`config.mk`:
```
export PLATFORM = sky130hd
export DESIGN_NAME = weighted_least_conn_picker_core
export DESIGN_NICKNAME = d
export VERILOG_FILES = /design/src/rtl/wlcp_pkg.sv /design/src/rtl/wlcp_datapath.sv /design/src/rtl/wlcp_ctrl.sv /design/src/rtl/weighted_least_conn_picker_core.sv
export SDC_FILE = /design/constraint.sdc
export NUM_CORES = 2
export LEC_CHECK = 0
export BUFFER_PORTS_ARGS = -buffer_cell sky130_fd_sc_hd__buf_2
export CAP_MARGIN = 10
export CORE_MARGIN = 2
export CORE_UTILIZATION = 40
export DETAILED_ROUTE_END_ITERATION = 10
export PLACE_DENSITY = 0.65
export SYNTH_ARGS = -nofsm -noshare
export SYNTH_HDL_FRONTEND = slang
export SYNTH_HIERARCHICAL = 1
export SYNTH_SLANG_ARGS = --single-unit
```
`constraint.sdc`:
```
create_clock -name clk -period 13.1 [get_ports clk]
set_clock_uncertainty 0.1 [all_clocks]
set_input_delay 2.62 -clock clk [delete_from_list [all_inputs] [get_ports clk]]
set_output_delay 2.62 -clock clk [all_outputs]
set_load 0.01 [all_outputs]
```
`src/rtl/wlcp_pkg.sv`:
```
// Shared types and constants of the weighted least-connections picker.
`timescale 1ns / 1ps
`default_nettype none
package wlcp_pkg;

    localparam int NumPeers   = 16;
    localparam int WeightBits = 8;
    localparam int ConnBits   = 16;
    localparam int IdxBits    = $clog2(NumPeers);
    localparam int CntBits    = $clog2(NumPeers + 1);
    localparam int CwBits     = 16;
    localparam int ProdBits   = ConnBits + WeightBits;

    localparam logic [2:0] FUNC_WRITE    = 3'd0;
    localparam logic [2:0] FUNC_PICK     = 3'd1;
    localparam logic [2:0] FUNC_RELEASE  = 3'd2;
    localparam logic [2:0] FUNC_ELIGIBLE = 3'd3;
    localparam logic [2:0] FUNC_NEW_REQ  = 3'd4;

    localparam logic [1:0] STATUS_CHOSEN = 2'd0;
    localparam logic [1:0] STATUS_BUSY   = 2'd1;
    localparam logic [1:0] STATUS_ACK    = 2'd2;

    typedef struct packed {
        logic [2:0]            func;
        logic [3:0]            peer_slot;
        logic [7:0]            weight_value;
        logic                  backup_value;
        logic                  eligible_value;
    } wlcp_in_t;

    typedef struct packed {
        logic [1:0] status;
        logic [3:0] chosen_peer;
        logic       from_backup;
    } wlcp_out_t;

    typedef enum logic [3:0] {
        ST_IDLE,
        ST_SCAN,
        ST_TIE_START,
        ST_TIE,
        ST_FINISH,
        ST_AFTER_TIER,
        ST_OUT
    } wlcp_state_t;

    // Controller to datapath
    typedef struct packed {
        logic load;         // capture item, run simple ops
        logic scan_start;   // start pass 1 at entry 0
        logic scan_step;    // pass 1 step at index
        logic tie_start;    // start pass 2 at first
        logic tie_step;     // pass 2 step at index
        logic finish;       // commit winner
        logic go_backup;    // switch tier, clear tried marks
        logic set_busy;
        logic set_chosen;
    } wlcp_cmd_t;

    // Datapath to controller
    typedef struct packed {
        logic is_pick;
        logic on_backup;
        logic scan_last;    // index is the last in-use entry (or none in use)
        logic found;
        logic many;
        logic has_backup;
    } wlcp_sts_t;

endpackage
`default_nettype wire

```
`src/rtl/wlcp_datapath.sv`:
```
// Peer table, compare arithmetic and winner bookkeeping of the picker.
`timescale 1ns / 1ps
`default_nettype none
module wlcp_datapath
    import wlcp_pkg::*;
(
    input  wire logic             clk,
    input  wire logic             rst_n,
    input  wire logic             cfg_we,
    input  wire logic [4:0]       cfg_data,
    input  wire wlcp_in_t         item,
    input  wire wlcp_cmd_t        cmd,
    output wlcp_sts_t             sts,
    output wlcp_out_t             result
);

    logic [WeightBits-1:0] weight_reg [NumPeers];
    logic [WeightBits-1:0] eff_reg    [NumPeers];
    logic [CwBits-1:0]     cw_reg     [NumPeers];
    logic [ConnBits-1:0]   conns_reg  [NumPeers];
    logic [NumPeers-1:0]   elig_reg, backup_reg, tried_reg;
    logic                  on_backup_reg;
    logic [4:0]            in_use_reg;
    wlcp_in_t              item_reg;
    wlcp_out_t             result_reg;

    logic [IdxBits-1:0]    idx_reg, best_reg, first_reg;
    logic                  found_reg, many_reg;
    logic [CwBits+IdxBits:0] total_reg;

    logic [CntBits-1:0]    n_act;
    logic                  usable;
    logic [ProdBits-1:0]   lhs, rhs;
    logic                  any_backup;
    logic signed [CwBits+1:0] cw_inc, cw_dec;
    logic signed [CwBits-1:0] cw_new;

    localparam logic signed [CwBits+1:0] CwMax = (CwBits+2)'((1 << (CwBits-1)) - 1);
    localparam logic signed [CwBits+1:0] CwMin = -(CwBits+2)'(1 << (CwBits-1));

    function automatic logic signed [CwBits-1:0] sat_cw(input logic signed [CwBits+1:0] v);
        if (v > CwMax)
            return CwMax[CwBits-1:0];
        else if (v < CwMin)
            return CwMin[CwBits-1:0];
        else
            return v[CwBits-1:0];
    endfunction

    always_comb
    begin
        n_act = (in_use_reg > 5'(NumPeers)) ? CntBits'(NumPeers) : CntBits'(in_use_reg);
        // entries past the in-use count never take part
        usable = (CntBits'(idx_reg) < n_act)
                 && (backup_reg[idx_reg] == on_backup_reg) && !tried_reg[idx_reg]
                 && elig_reg[idx_reg];
        lhs = ProdBits'(conns_reg[idx_reg]) * ProdBits'(weight_reg[first_reg]);
        rhs = ProdBits'(conns_reg[first_reg]) * ProdBits'(weight_reg[idx_reg]);
        any_backup = 1'b0;
        for (int i = 0; i < NumPeers; i++)
        begin
            if (CntBits'(i) < n_act && backup_reg[i])
                any_backup = 1'b1;
        end
        cw_inc = (CwBits+2)'(signed'(cw_reg[idx_reg])) + (CwBits+2)'(eff_reg[idx_reg]);
        cw_new = sat_cw(cw_inc);
        cw_dec = (CwBits+2)'(signed'(cw_reg[best_reg]))
                 - ((total_reg > (CwBits+IdxBits+1)'(1 << CwBits))
                    ? (CwBits+2)'(1 << CwBits) : (CwBits+2)'(total_reg));
    end

    assign sts.is_pick    = item_reg.func == FUNC_PICK;
    assign sts.on_backup  = on_backup_reg;
    assign sts.scan_last  = (n_act == '0) || (CntBits'(idx_reg) + 1'b1 >= n_act);
    assign sts.found      = found_reg;
    assign sts.many       = many_reg;
    assign sts.has_backup = any_backup;
    assign result         = result_reg;

    always_ff @(posedge clk or negedge rst_n)
    begin
        if (!rst_n)
        begin
            for (int i = 0; i < NumPeers; i++)
            begin
                weight_reg[i] <= WeightBits'(1);
                eff_reg[i]    <= WeightBits'(1);
                cw_reg[i]     <= '0;
                conns_reg[i]  <= '0;
            end
            elig_reg      <= '1;
            backup_reg    <= '0;
            tried_reg     <= '0;
            on_backup_reg <= 1'b0;
            in_use_reg    <= 5'd16;
        end
        else
        begin
            if (cfg_we)
                in_use_reg <= cfg_data;
            if (cmd.load)
            begin
                unique case (item.func)
                    FUNC_WRITE:
                    begin
                        weight_reg[item.peer_slot] <= (item.weight_value == '0)
                            ? WeightBits'(1) : item.weight_value[WeightBits-1:0];
                        eff_reg[item.peer_slot] <= (item.weight_value == '0)
                            ? WeightBits'(1) : item.weight_value[WeightBits-1:0];
                        cw_reg[item.peer_slot] <= '0;
                        backup_reg[item.peer_slot] <= item.backup_value;
                    end
                    FUNC_RELEASE:
                    begin
                        if (conns_reg[item.peer_slot] != '0)
                            conns_reg[item.peer_slot] <= conns_reg[item.peer_slot] - 1'b1;
                    end
                    FUNC_ELIGIBLE: elig_reg[item.peer_slot] <= item.eligible_value;
                    FUNC_NEW_REQ:
                    begin
                        tried_reg     <= '0;
                        on_backup_reg <= 1'b0;
                    end
                    default: ;
                endcase
            end
            if (cmd.tie_step && usable && lhs == rhs)
            begin
                cw_reg[idx_reg] <= cw_new;
                if (eff_reg[idx_reg] < weight_reg[idx_reg])
                    eff_reg[idx_reg] <= eff_reg[idx_reg] + 1'b1;
            end
            if (cmd.finish)
            begin
                cw_reg[best_reg] <= sat_cw(cw_dec);
                if (conns_reg[best_reg] != '1)
                    conns_reg[best_reg] <= conns_reg[best_reg] + 1'b1;
                tried_reg[best_reg] <= 1'b1;
            end
            if (cmd.go_backup)
            begin
                on_backup_reg <= 1'b1;
                tried_reg     <= '0;
            end
        end
    end

    // Scan registers and result payload
    always_ff @(posedge clk or negedge rst_n)
    begin
        if (!rst_n)
        begin
            idx_reg    <= '0;
            best_reg   <= '0;
            first_reg  <= '0;
            found_reg  <= 1'b0;
            many_reg   <= 1'b0;
            total_reg  <= '0;
            item_reg   <= '0;
            result_reg <= '0;
        end
        else
        begin
            if (cmd.load)
            begin
                item_reg   <= item;
                result_reg <= '{status: STATUS_ACK, chosen_peer: '0, from_backup: 1'b0};
            end
            if (cmd.scan_start)
            begin
                idx_reg   <= '0;
                found_reg <= 1'b0;
                many_reg  <= 1'b0;
                total_reg <= '0;
            end
            if (cmd.scan_step)
            begin
                if (usable)
                begin
                    if (!found_reg || lhs < rhs)
                    begin
                        best_reg  <= idx_reg;
                        first_reg <= idx_reg;
                        many_reg  <= 1'b0;
                        found_reg <= 1'b1;
                    end
                    else if (lhs == rhs)
                        many_reg <= 1'b1;
                end
                idx_reg <= idx_reg + 1'b1;
            end
            if (cmd.tie_start)
                idx_reg <= first_reg;
            if (cmd.tie_step)
            begin
                if (usable && lhs == rhs)
                begin
                    total_reg <= total_reg + (CwBits+IdxBits+1)'(eff_reg[idx_reg]);
                    if (signed'(cw_new) > signed'(cw_reg[best_reg]) && idx_reg != best_reg)
                        best_reg <= idx_reg;
                end
                idx_reg <= idx_reg + 1'b1;
            end
            if (cmd.set_busy)
                result_reg <= '{status: STATUS_BUSY, chosen_peer: '0, from_backup: 1'b0};
            if (cmd.set_chosen)
                result_reg <= '{status: STATUS_CHOSEN, chosen_peer: 4'(best_reg),
                                from_backup: on_backup_reg};
        end
    end

endmodule
`default_nettype wire

```
`src/rtl/wlcp_ctrl.sv`:
```
// Sequencer of the picker: handshake, scan passes and tier switch.
`timescale 1ns / 1ps
`default_nettype none
module wlcp_ctrl
    import wlcp_pkg::*;
(
    input  wire logic      clk,
    input  wire logic      rst_n,
    input  wire logic      in_valid,
    output logic           in_stall,
    output logic           out_valid,
    input  wire logic      out_stall,
    input  wire wlcp_sts_t sts,
    output wlcp_cmd_t      cmd
);

    wlcp_state_t state_reg, state_next;

    always_ff @(posedge clk or negedge rst_n)
    begin
        if (!rst_n)
            state_reg <= ST_IDLE;
        else
            state_reg <= state_next;
    end

    always_comb
    begin
        state_next = state_reg;
        cmd        = '0;
        in_stall   = 1'b1;
        out_valid  = 1'b0;
        unique case (state_reg)
            ST_IDLE:
            begin
                in_stall = 1'b0;
                if (in_valid)
                begin
                    cmd.load   = 1'b1;
                    state_next = ST_AFTER_TIER;
                end
            end
            ST_AFTER_TIER:
            begin
                // a pick starts the scan of the current tier
                if (!sts.is_pick)
                    state_next = ST_OUT;
                else
                begin
                    cmd.scan_start = 1'b1;
                    state_next     = ST_SCAN;
                end
            end
            ST_SCAN:
            begin
                cmd.scan_step = 1'b1;
                if (sts.scan_last)
                    state_next = ST_TIE_START;
            end
            ST_TIE_START:
            begin
                if (!sts.found)
                begin
                    if (!sts.on_backup && sts.has_backup)
                    begin
                        cmd.go_backup  = 1'b1;
                        cmd.scan_start = 1'b1;
                        state_next     = ST_SCAN;
                    end
                    else
                    begin
                        cmd.set_busy = 1'b1;
                        state_next   = ST_OUT;
                    end
                end
                else if (sts.many)
                begin
                    cmd.tie_start = 1'b1;
                    state_next    = ST_TIE;
                end
                else
                    state_next = ST_FINISH;
            end
            ST_TIE:
            begin
                cmd.tie_step = 1'b1;
                if (sts.scan_last)
                    state_next = ST_FINISH;
            end
            ST_FINISH:
            begin
                cmd.finish     = 1'b1;
                cmd.set_chosen = 1'b1;
                state_next     = ST_OUT;
            end
            ST_OUT:
            begin
                out_valid = 1'b1;
                if (!out_stall)
                    state_next = ST_IDLE;
            end
            default: state_next = ST_IDLE;
        endcase
    end

endmodule
`default_nettype wire

```
`src/rtl/weighted_least_conn_picker_core.sv`:
```
// Top level of the weighted least-connections peer picker.
//
//  channel | valid     | stall     | payload
//  in      | in_valid  | in_stall  | in_data  (wlcp_in_t)
//  out     | out_valid | out_stall | out_data (wlcp_out_t)
//  cfg     | cfg_we    | -         | cfg_data (peers_in_use)
//
// A non-pick item goes from the idle state through ST_AFTER_TIER to ST_OUT. A
// pick scans the peers in use on its tier (at least one entry), scans the backup
// tier as well when it falls through to it, and runs the round-robin pass when
// ties need it; a busy answer skips ST_FINISH. One comparison per cycle against the peer table.
// Reset restores the whole table directly; no clearing pass.
// The result holds in out_data while out_stall is high; no item is taken then.
`timescale 1ns / 1ps
`default_nettype none
module weighted_least_conn_picker_core
    import wlcp_pkg::*;
(
    input  wire logic       clk,
    input  wire logic       rst_n,
    input  wire logic       cfg_we,
    input  wire logic [4:0] cfg_data,
    input  wire logic       in_valid,
    output logic            in_stall,
    input  wire wlcp_in_t   in_data,
    output logic            out_valid,
    input  wire logic       out_stall,
    output wlcp_out_t       out_data
);

    wlcp_cmd_t cmd;
    wlcp_sts_t sts;

    wlcp_ctrl u_ctrl (
        .clk       (clk),
        .rst_n     (rst_n),
        .in_valid  (in_valid),
        .in_stall  (in_stall),
        .out_valid (out_valid),
        .out_stall (out_stall),
        .sts       (sts),
        .cmd       (cmd)
    );

    wlcp_datapath u_dp (
        .clk      (clk),
        .rst_n    (rst_n),
        .cfg_we   (cfg_we),
        .cfg_data (cfg_data),
        .item     (in_data),
        .cmd      (cmd),
        .sts      (sts),
        .result   (out_data)
    );

`ifndef NO_ASSERTIONS
    a_no_overlap: assert property (@(posedge clk) disable iff (!rst_n)
        !(out_valid && !in_stall))
        else $error("input taken while a result is pending");
    a_busy_clean: assert property (@(posedge clk) disable iff (!rst_n)
        out_valid && out_data.status == STATUS_BUSY |-> out_data.chosen_peer == '0)
        else $error("busy result carries a peer");
    a_out_hold: assert property (@(posedge clk) disable iff (!rst_n)
        out_valid && out_stall |=> out_valid && $stable(out_data))
        else $error("stalled result changed");
`endif

endmodule
`default_nettype wire
```
* Yosys cells after proc, flatten, opt, wreduce, memory -nomap -nowiden
Index checks and enable logic that the tools add are counted.
Widths: inputs -> output; s select.
** Operators by class
- Add/subtract/negate cells :: 8
- $mul :: 2
- Magnitude comparators :: 39
- Eq/ne operators :: 18
- Muxes and demuxes :: 151
- Bitwise logic cells :: 7
- Reduce and logical (&&, ||, !) cells :: 48
** Operators by type and width (number)
- $mux 256 :: 9
- $bwmux 256 :: 4
- $mux 128 :: 4
- $bmux 16 s4 :: 6
- $bwmux 128 :: 3
- $mux 16 :: 24
- $and 256x256->256 :: 1
- $not 256->256 :: 1
- $demux 16 s4 :: 3
- $bmux 8 s4 :: 3
- $mux 8 :: 9
- $demux 8 s4 :: 2
- $mux 21 :: 3
- $mux 4 :: 14
- $mul 16x8->24 :: 2
- $mux 1 :: 47
- $lt 4x5->1 const A :: 8
- $gt 18x16->1 const B :: 2
- $lt 18x16->1 const B :: 2
- $bwmux 16 :: 2
- $logic_and 1x1->1 :: 29
- $pmux 4 s7 :: 1
- $eq 24x24->1 :: 1
- $lt 24x24->1 :: 1
- 54 further kinds :: 92
** Storage, ports and cells
- Bits in registers :: 871
- Bits of input ports :: 27
- Output and inout port bits :: 9
- Logic and storage cells :: 353

* Depth between registers and ports, before layout
- Word-level depth :: 29
- Depth in mapped cells :: 42
- Gate-level depth less buffers :: 31

* By module
Netlist, hierarchy kept.
** Modules (own cells, without submodules)
- wlcp_datapath :: instances 1, cells an instance 6417, area each 65222.6 um^2, seq. area each 21757.1 um^2
- wlcp_ctrl :: instances 1, cells an instance 49, area each 351.6 um^2, seq. area each 75.1 um^2

* Worst setup path before layout
OpenSTA, ideal clock, no wires.
- Path kind :: register to register
- From :: register u_dp.idx_reg[0]
- To :: register u_dp/eff_reg[65] (netlist bit)
- Library setup time :: 0.125 ns
- Arrival time :: 9.583 ns
- Data required time :: 12.875 ns
- Setup slack :: 3.293 ns
- Stages on the path, launching flop included :: 39
- Buffers on the path :: 11
- Clock period less this slack :: 9.807 ns
- Path through :: dfrtp_1 > buf_4 > buf_4 > buf_4 > buf_6 > buf_2 > buf_4 > buf_4 > buf_4 > buf_2 > mux4_2 > mux4_2 > and2_1 > fa_1 > inv_1 > fa_1 > fa_1 > fa_1 > (+3 left out) > o21ai_0 > a41oi_1 > o211ai_1 > a31oi_1 > nor2b_1 > o21a_1 > o41ai_1 > xnor2_1 > ha_1 > nand4_1 > nor2_1 > and3_1 > nand3_2 > nor4b_4 > buf_4 > and3_1 > buf_4 > mux2_2
** Between the ends
- Word-level cells in the longest chain between the ends :: 9
- Elaborated cells between the ends (all ways) :: 37
- Classes of those cells :: 1 x add/sub; 2 x mul; 4 x order compare; 2 x eq/ne; 20 x mux; 1 x bitwise; 7 x reduce/logical
** Ends and longest elaborated chain
- start, declared :: line wlcp_datapath.sv:27 : logic [IdxBits-1:0] idx_reg, best_reg, first_reg;
- start signal, assigned :: line wlcp_datapath.sv:190 : idx_reg <= idx_reg + 1'b1;
- start signal, assigned :: line wlcp_datapath.sv:193 : idx_reg <= first_reg;
- start signal, assigned :: line wlcp_datapath.sv:202 : idx_reg <= idx_reg + 1'b1;
- branches (longest 8 deep; another with $mul 16x8->24)
- $mux 128 * :: line wlcp_datapath.sv:127 : if (cmd.tie_step && usable && lhs == rhs)
- end signal, assigned by index :: line wlcp_datapath.sv:87 : eff_reg[i] <= WeightBits'(1);
- end signal, assigned by index :: line wlcp_datapath.sv:108 : eff_reg[item.peer_slot] <= (item.weight_value == '0)
- end signal, assigned by index :: line wlcp_datapath.sv:131 : eff_reg[idx_reg] <= eff_reg[idx_reg] + 1'b1;
- end, declared :: line wlcp_datapath.sv:18 : logic [WeightBits-1:0] eff_reg [NumPeers];
Every way passes the cells marked *. The select of a mux whose other input is x is not followed.
A chain may end at the register's enable or synchronous reset.

* Worst setup path after layout
- From :: register u_dp.idx_reg[0]
- To :: register u_dp/eff_reg[49] (netlist bit)
The elaborated chain is that of the path after synthesis.

==> results.yml <==
worst_setup_path:
  r2r_setup_slack_ns: 1.67
  cp_slowest_cell: "dfrtp_4"
  rr_worst_depth: 28
  end_kind: "flip-flop"
  worstSetupPathType: "reg -> reg"
  startpoint_type: "flip-flop"
  max_stage_delay_ns: 0.99
  path_common_cell: "fa_1"
  critPathMaxFanout: 76
  required_ns: 13.60
  worst_ep_arrival_time_ns: 11.93
power_and_ir_drop:
  p_leak_nw: 29.3
  vdd_drop_max_uv: 298
  p_per_area_nw_per_um2: 244
timing:
  max-slew-margin-rel_pct: 11.3
  setup_viol: 0
  worstMarginPinSlew_ns: 1.32
  rsz0062_at_grt: "false"
  slew_violations: 0
  tns_ns: 0
  fin_crit_ns: 11.43
  setup_slack_ns: 1.67
  fin_crit_sh_pct: 87.3
  holdWs_ns: 0.394
  hold_viol_final: 0
  max_freq_mhz: 87.5
route:
  drc: 0
  postRouteWirelength_um: 248000
  vias: 56100
  drt_iter0_drc: 8301
  drt-wirelength-per-cell_um: 29.1
  drtPass1Iterations: 8
  viasPerCell: 6.60
  antenna_left: 0
clock_network:
  hold_buffers: 0
  numCtsBuffers: 100
  cts.clk_slew.worst_paths_ns: 0.06
  insertion_delay_ns: 0.76
  cts_sinks: 870
  root_buffer: "clkbuf_16"
  cts_setup_buffers: 0
  cts_max_path_buffers: 3
  tritoncts: "yes"
  cts_resized: 0
  htree_levels: 3
logic_synthesis:
  synth.largest_area_cell: "dfrtp_1"
  yosys_warnings: 6
  synth_top_area_share_pct: 31.3
  ys_types: 91
  syn_inst: 6466
  seq_area_frac_synth_pct: 33.3
  synth_area_sq_um: 65600
  synth_seq_cells: 870
  synthTopCellsByCount: "1132 x nand2_1, 821 x dfrtp_1, 575 x mux4_2, 439 x nor2_1, 402 x a21oi_1"
  async_flop_share_pct: 100
  syn_nets: 6849
  yosys-top-cells-area: "dfrtp_1 31%, mux4_2 20%, nand2_1 6.5%"
  syn_avg_cell_area_sq_um: 10.1
  postSynth.topFlopCell: "dfrtp_1"
  synthMostInstantiatedCell: "nand2_1"
  synth-edff-count: 0
worst_hold_path:
  min_path_type: "reg -> reg"
  min_delay_path_depth: 2
floorplanning:
  rows: 148
  dieArea_sq_um: 167000
  die_h_um: 409
  core_area_sq_um: 163000
  pin_count: 36
  die-width_um: 409
  start_util_pct: 40.3
finish:
  area_growth_pct: 8.52
  finalNetCount: 6625
  final_area_sq_um: 71200
  drive_above_1_share_pct: 19.5
  fill_cells: 15300
global_route:
  track_usage_pct: 29.1
  grt_pass1_vias: 54900
  grt_antenna_before_repair: 10
  top_usage_layer: "met2"
  globalRouteOverflowTotal: 0
  grt_pass1_wl_um: 367000
  gr-usage-met3_pct: 8.97
  grt_util_met1_pct: 37.8
  grt_max_degree: 179
  gr-usage-met2_pct: 43.6
run_status:
  status: "finished, final reports clean"
place:
  dpl_cell_area_sq_um: 67700
  globalplace.congestion: 0.955
  dp_slack_ns: 1.77
  dp_hpwl_um: 163000
  numPortBuffers: 35
run:
  drv_cap: 0
[area by class of cell]
class | instances | area (sq um) | share of cell area (%)
inverters | 246 | 923 | 1.30
clock buffers | 145 | 2950 | 4.15
flip-flops and latches | 870 | 21900 | 30.7
clock inverters | 37 | 425 | 0.598
diodes | 6 | 15.0 | 0.0211
well taps | 2175 | 2720 | 3.82
multi-input cells | 4804 | 40600 | 57.0
repair buffers | 220 | 1660 | 2.33
[kinds of logic after synthesis]
group	share of synthesized area, %
AND/OR/NAND/NOR	14.9
AO/OA/AOI/OAI	14.2
flip-flops	33.3
buffers and inverters	5.41
multiplexers	22.1
adder cells (fa/ha/maj)	8.75
XOR/XNOR	1.39
[cells in the final DEF (no fill, tap or decap), drive strengths merged, types with 17 or more instances in the layout]
| cell | n |
|---|---|
| nand2b | 38 |
| clkinv | 24 |
| xor2 | 41 |
| nand3 | 74 |
| mux4 | 575 |
| clkbuf | 145 |
| o22ai | 149 |
| buf | 220 |
| xnor2 | 61 |
| a211oi | 56 |
| nand4 | 17 |
| nor2b | 34 |
| nor2 | 439 |
| mux2 | 64 |
| ha | 185 |
| a221oi | 149 |
| nor3 | 75 |
| a22oi | 43 |
| o21ai | 321 |
| nor4 | 33 |
| dfrtp | 821 |
| a21o | 32 |
| a21oi | 437 |
| and3 | 31 |
| mux2i | 80 |
| inv | 252 |
| o21a | 33 |
| nand2 | 1133 |
| o211ai | 140 |
| fa | 171 |
| dfstp | 49 |
| and2 | 228 |
[per-layer routing]
layer,share of wire (%),vias up
met5,0.022,-
met3,14,889
met4,6.4,8
met1,36,28000
li1,-,23100
met2,44,4014
[where the power goes]
part	total, W	switching [W]	internal (W)	leakage, nW
combinational	0.0104	0.00664	0.00373	17.3
sequential	0.00405	0.000794	0.00326	10.4
clock	0.00293	0.00125	0.00169	1.68
[path summary, 6_finish.rpt]
path	from	end
worst max-delay path	u_dp/idx_reg[0]	u_dp/eff_reg[49]
worst min-delay path	u_dp/weight_reg[65]	u_dp/weight_reg[65]
worst max register to register	u_dp/idx_reg[0]	u_dp/eff_reg[49]
worst min register to register	u_dp/weight_reg[65]	u_dp/weight_reg[65]
max in group asynchronous	rst_n	u_dp/first_reg[3]
min in group asynchronous	rst_n	u_dp/conns_reg[217]
[critical path, delay by kind of cell (launching register included)]
family | cells | cell delay, ns
adder cells (fa/ha/maj) | 6 | 2.55
XOR/XNOR | 1 | 0.15
AO/OA/AOI/OAI | 6 | 1.28
multiplexers | 3 | 1.71
flip-flops | 1 | 0.99
AND/OR/NAND/NOR | 9 | 3.69
buffers and inverters | 3 | 0.59
[stage by stage]
| step | std cells | power (W) | util [%] |
|---|---|---|---|
| 6_report | 8503 | 0.0174 | 43.7 |
| 5_1_grt | 8498 | 0.0181 | 43.7 |
| 4_1_cts | 8492 | 0.0170 | 43.7 |
| 3_5_place_dp | 8310 | 0.0141 | 41.6 |
| 3_3_place_gp | 8310 | 0.0139 | 41.6 |
| 2_1_floorplan | 6466 | 0.0107 | - |
Note: power is estimated with default switching activity, not from simulation.
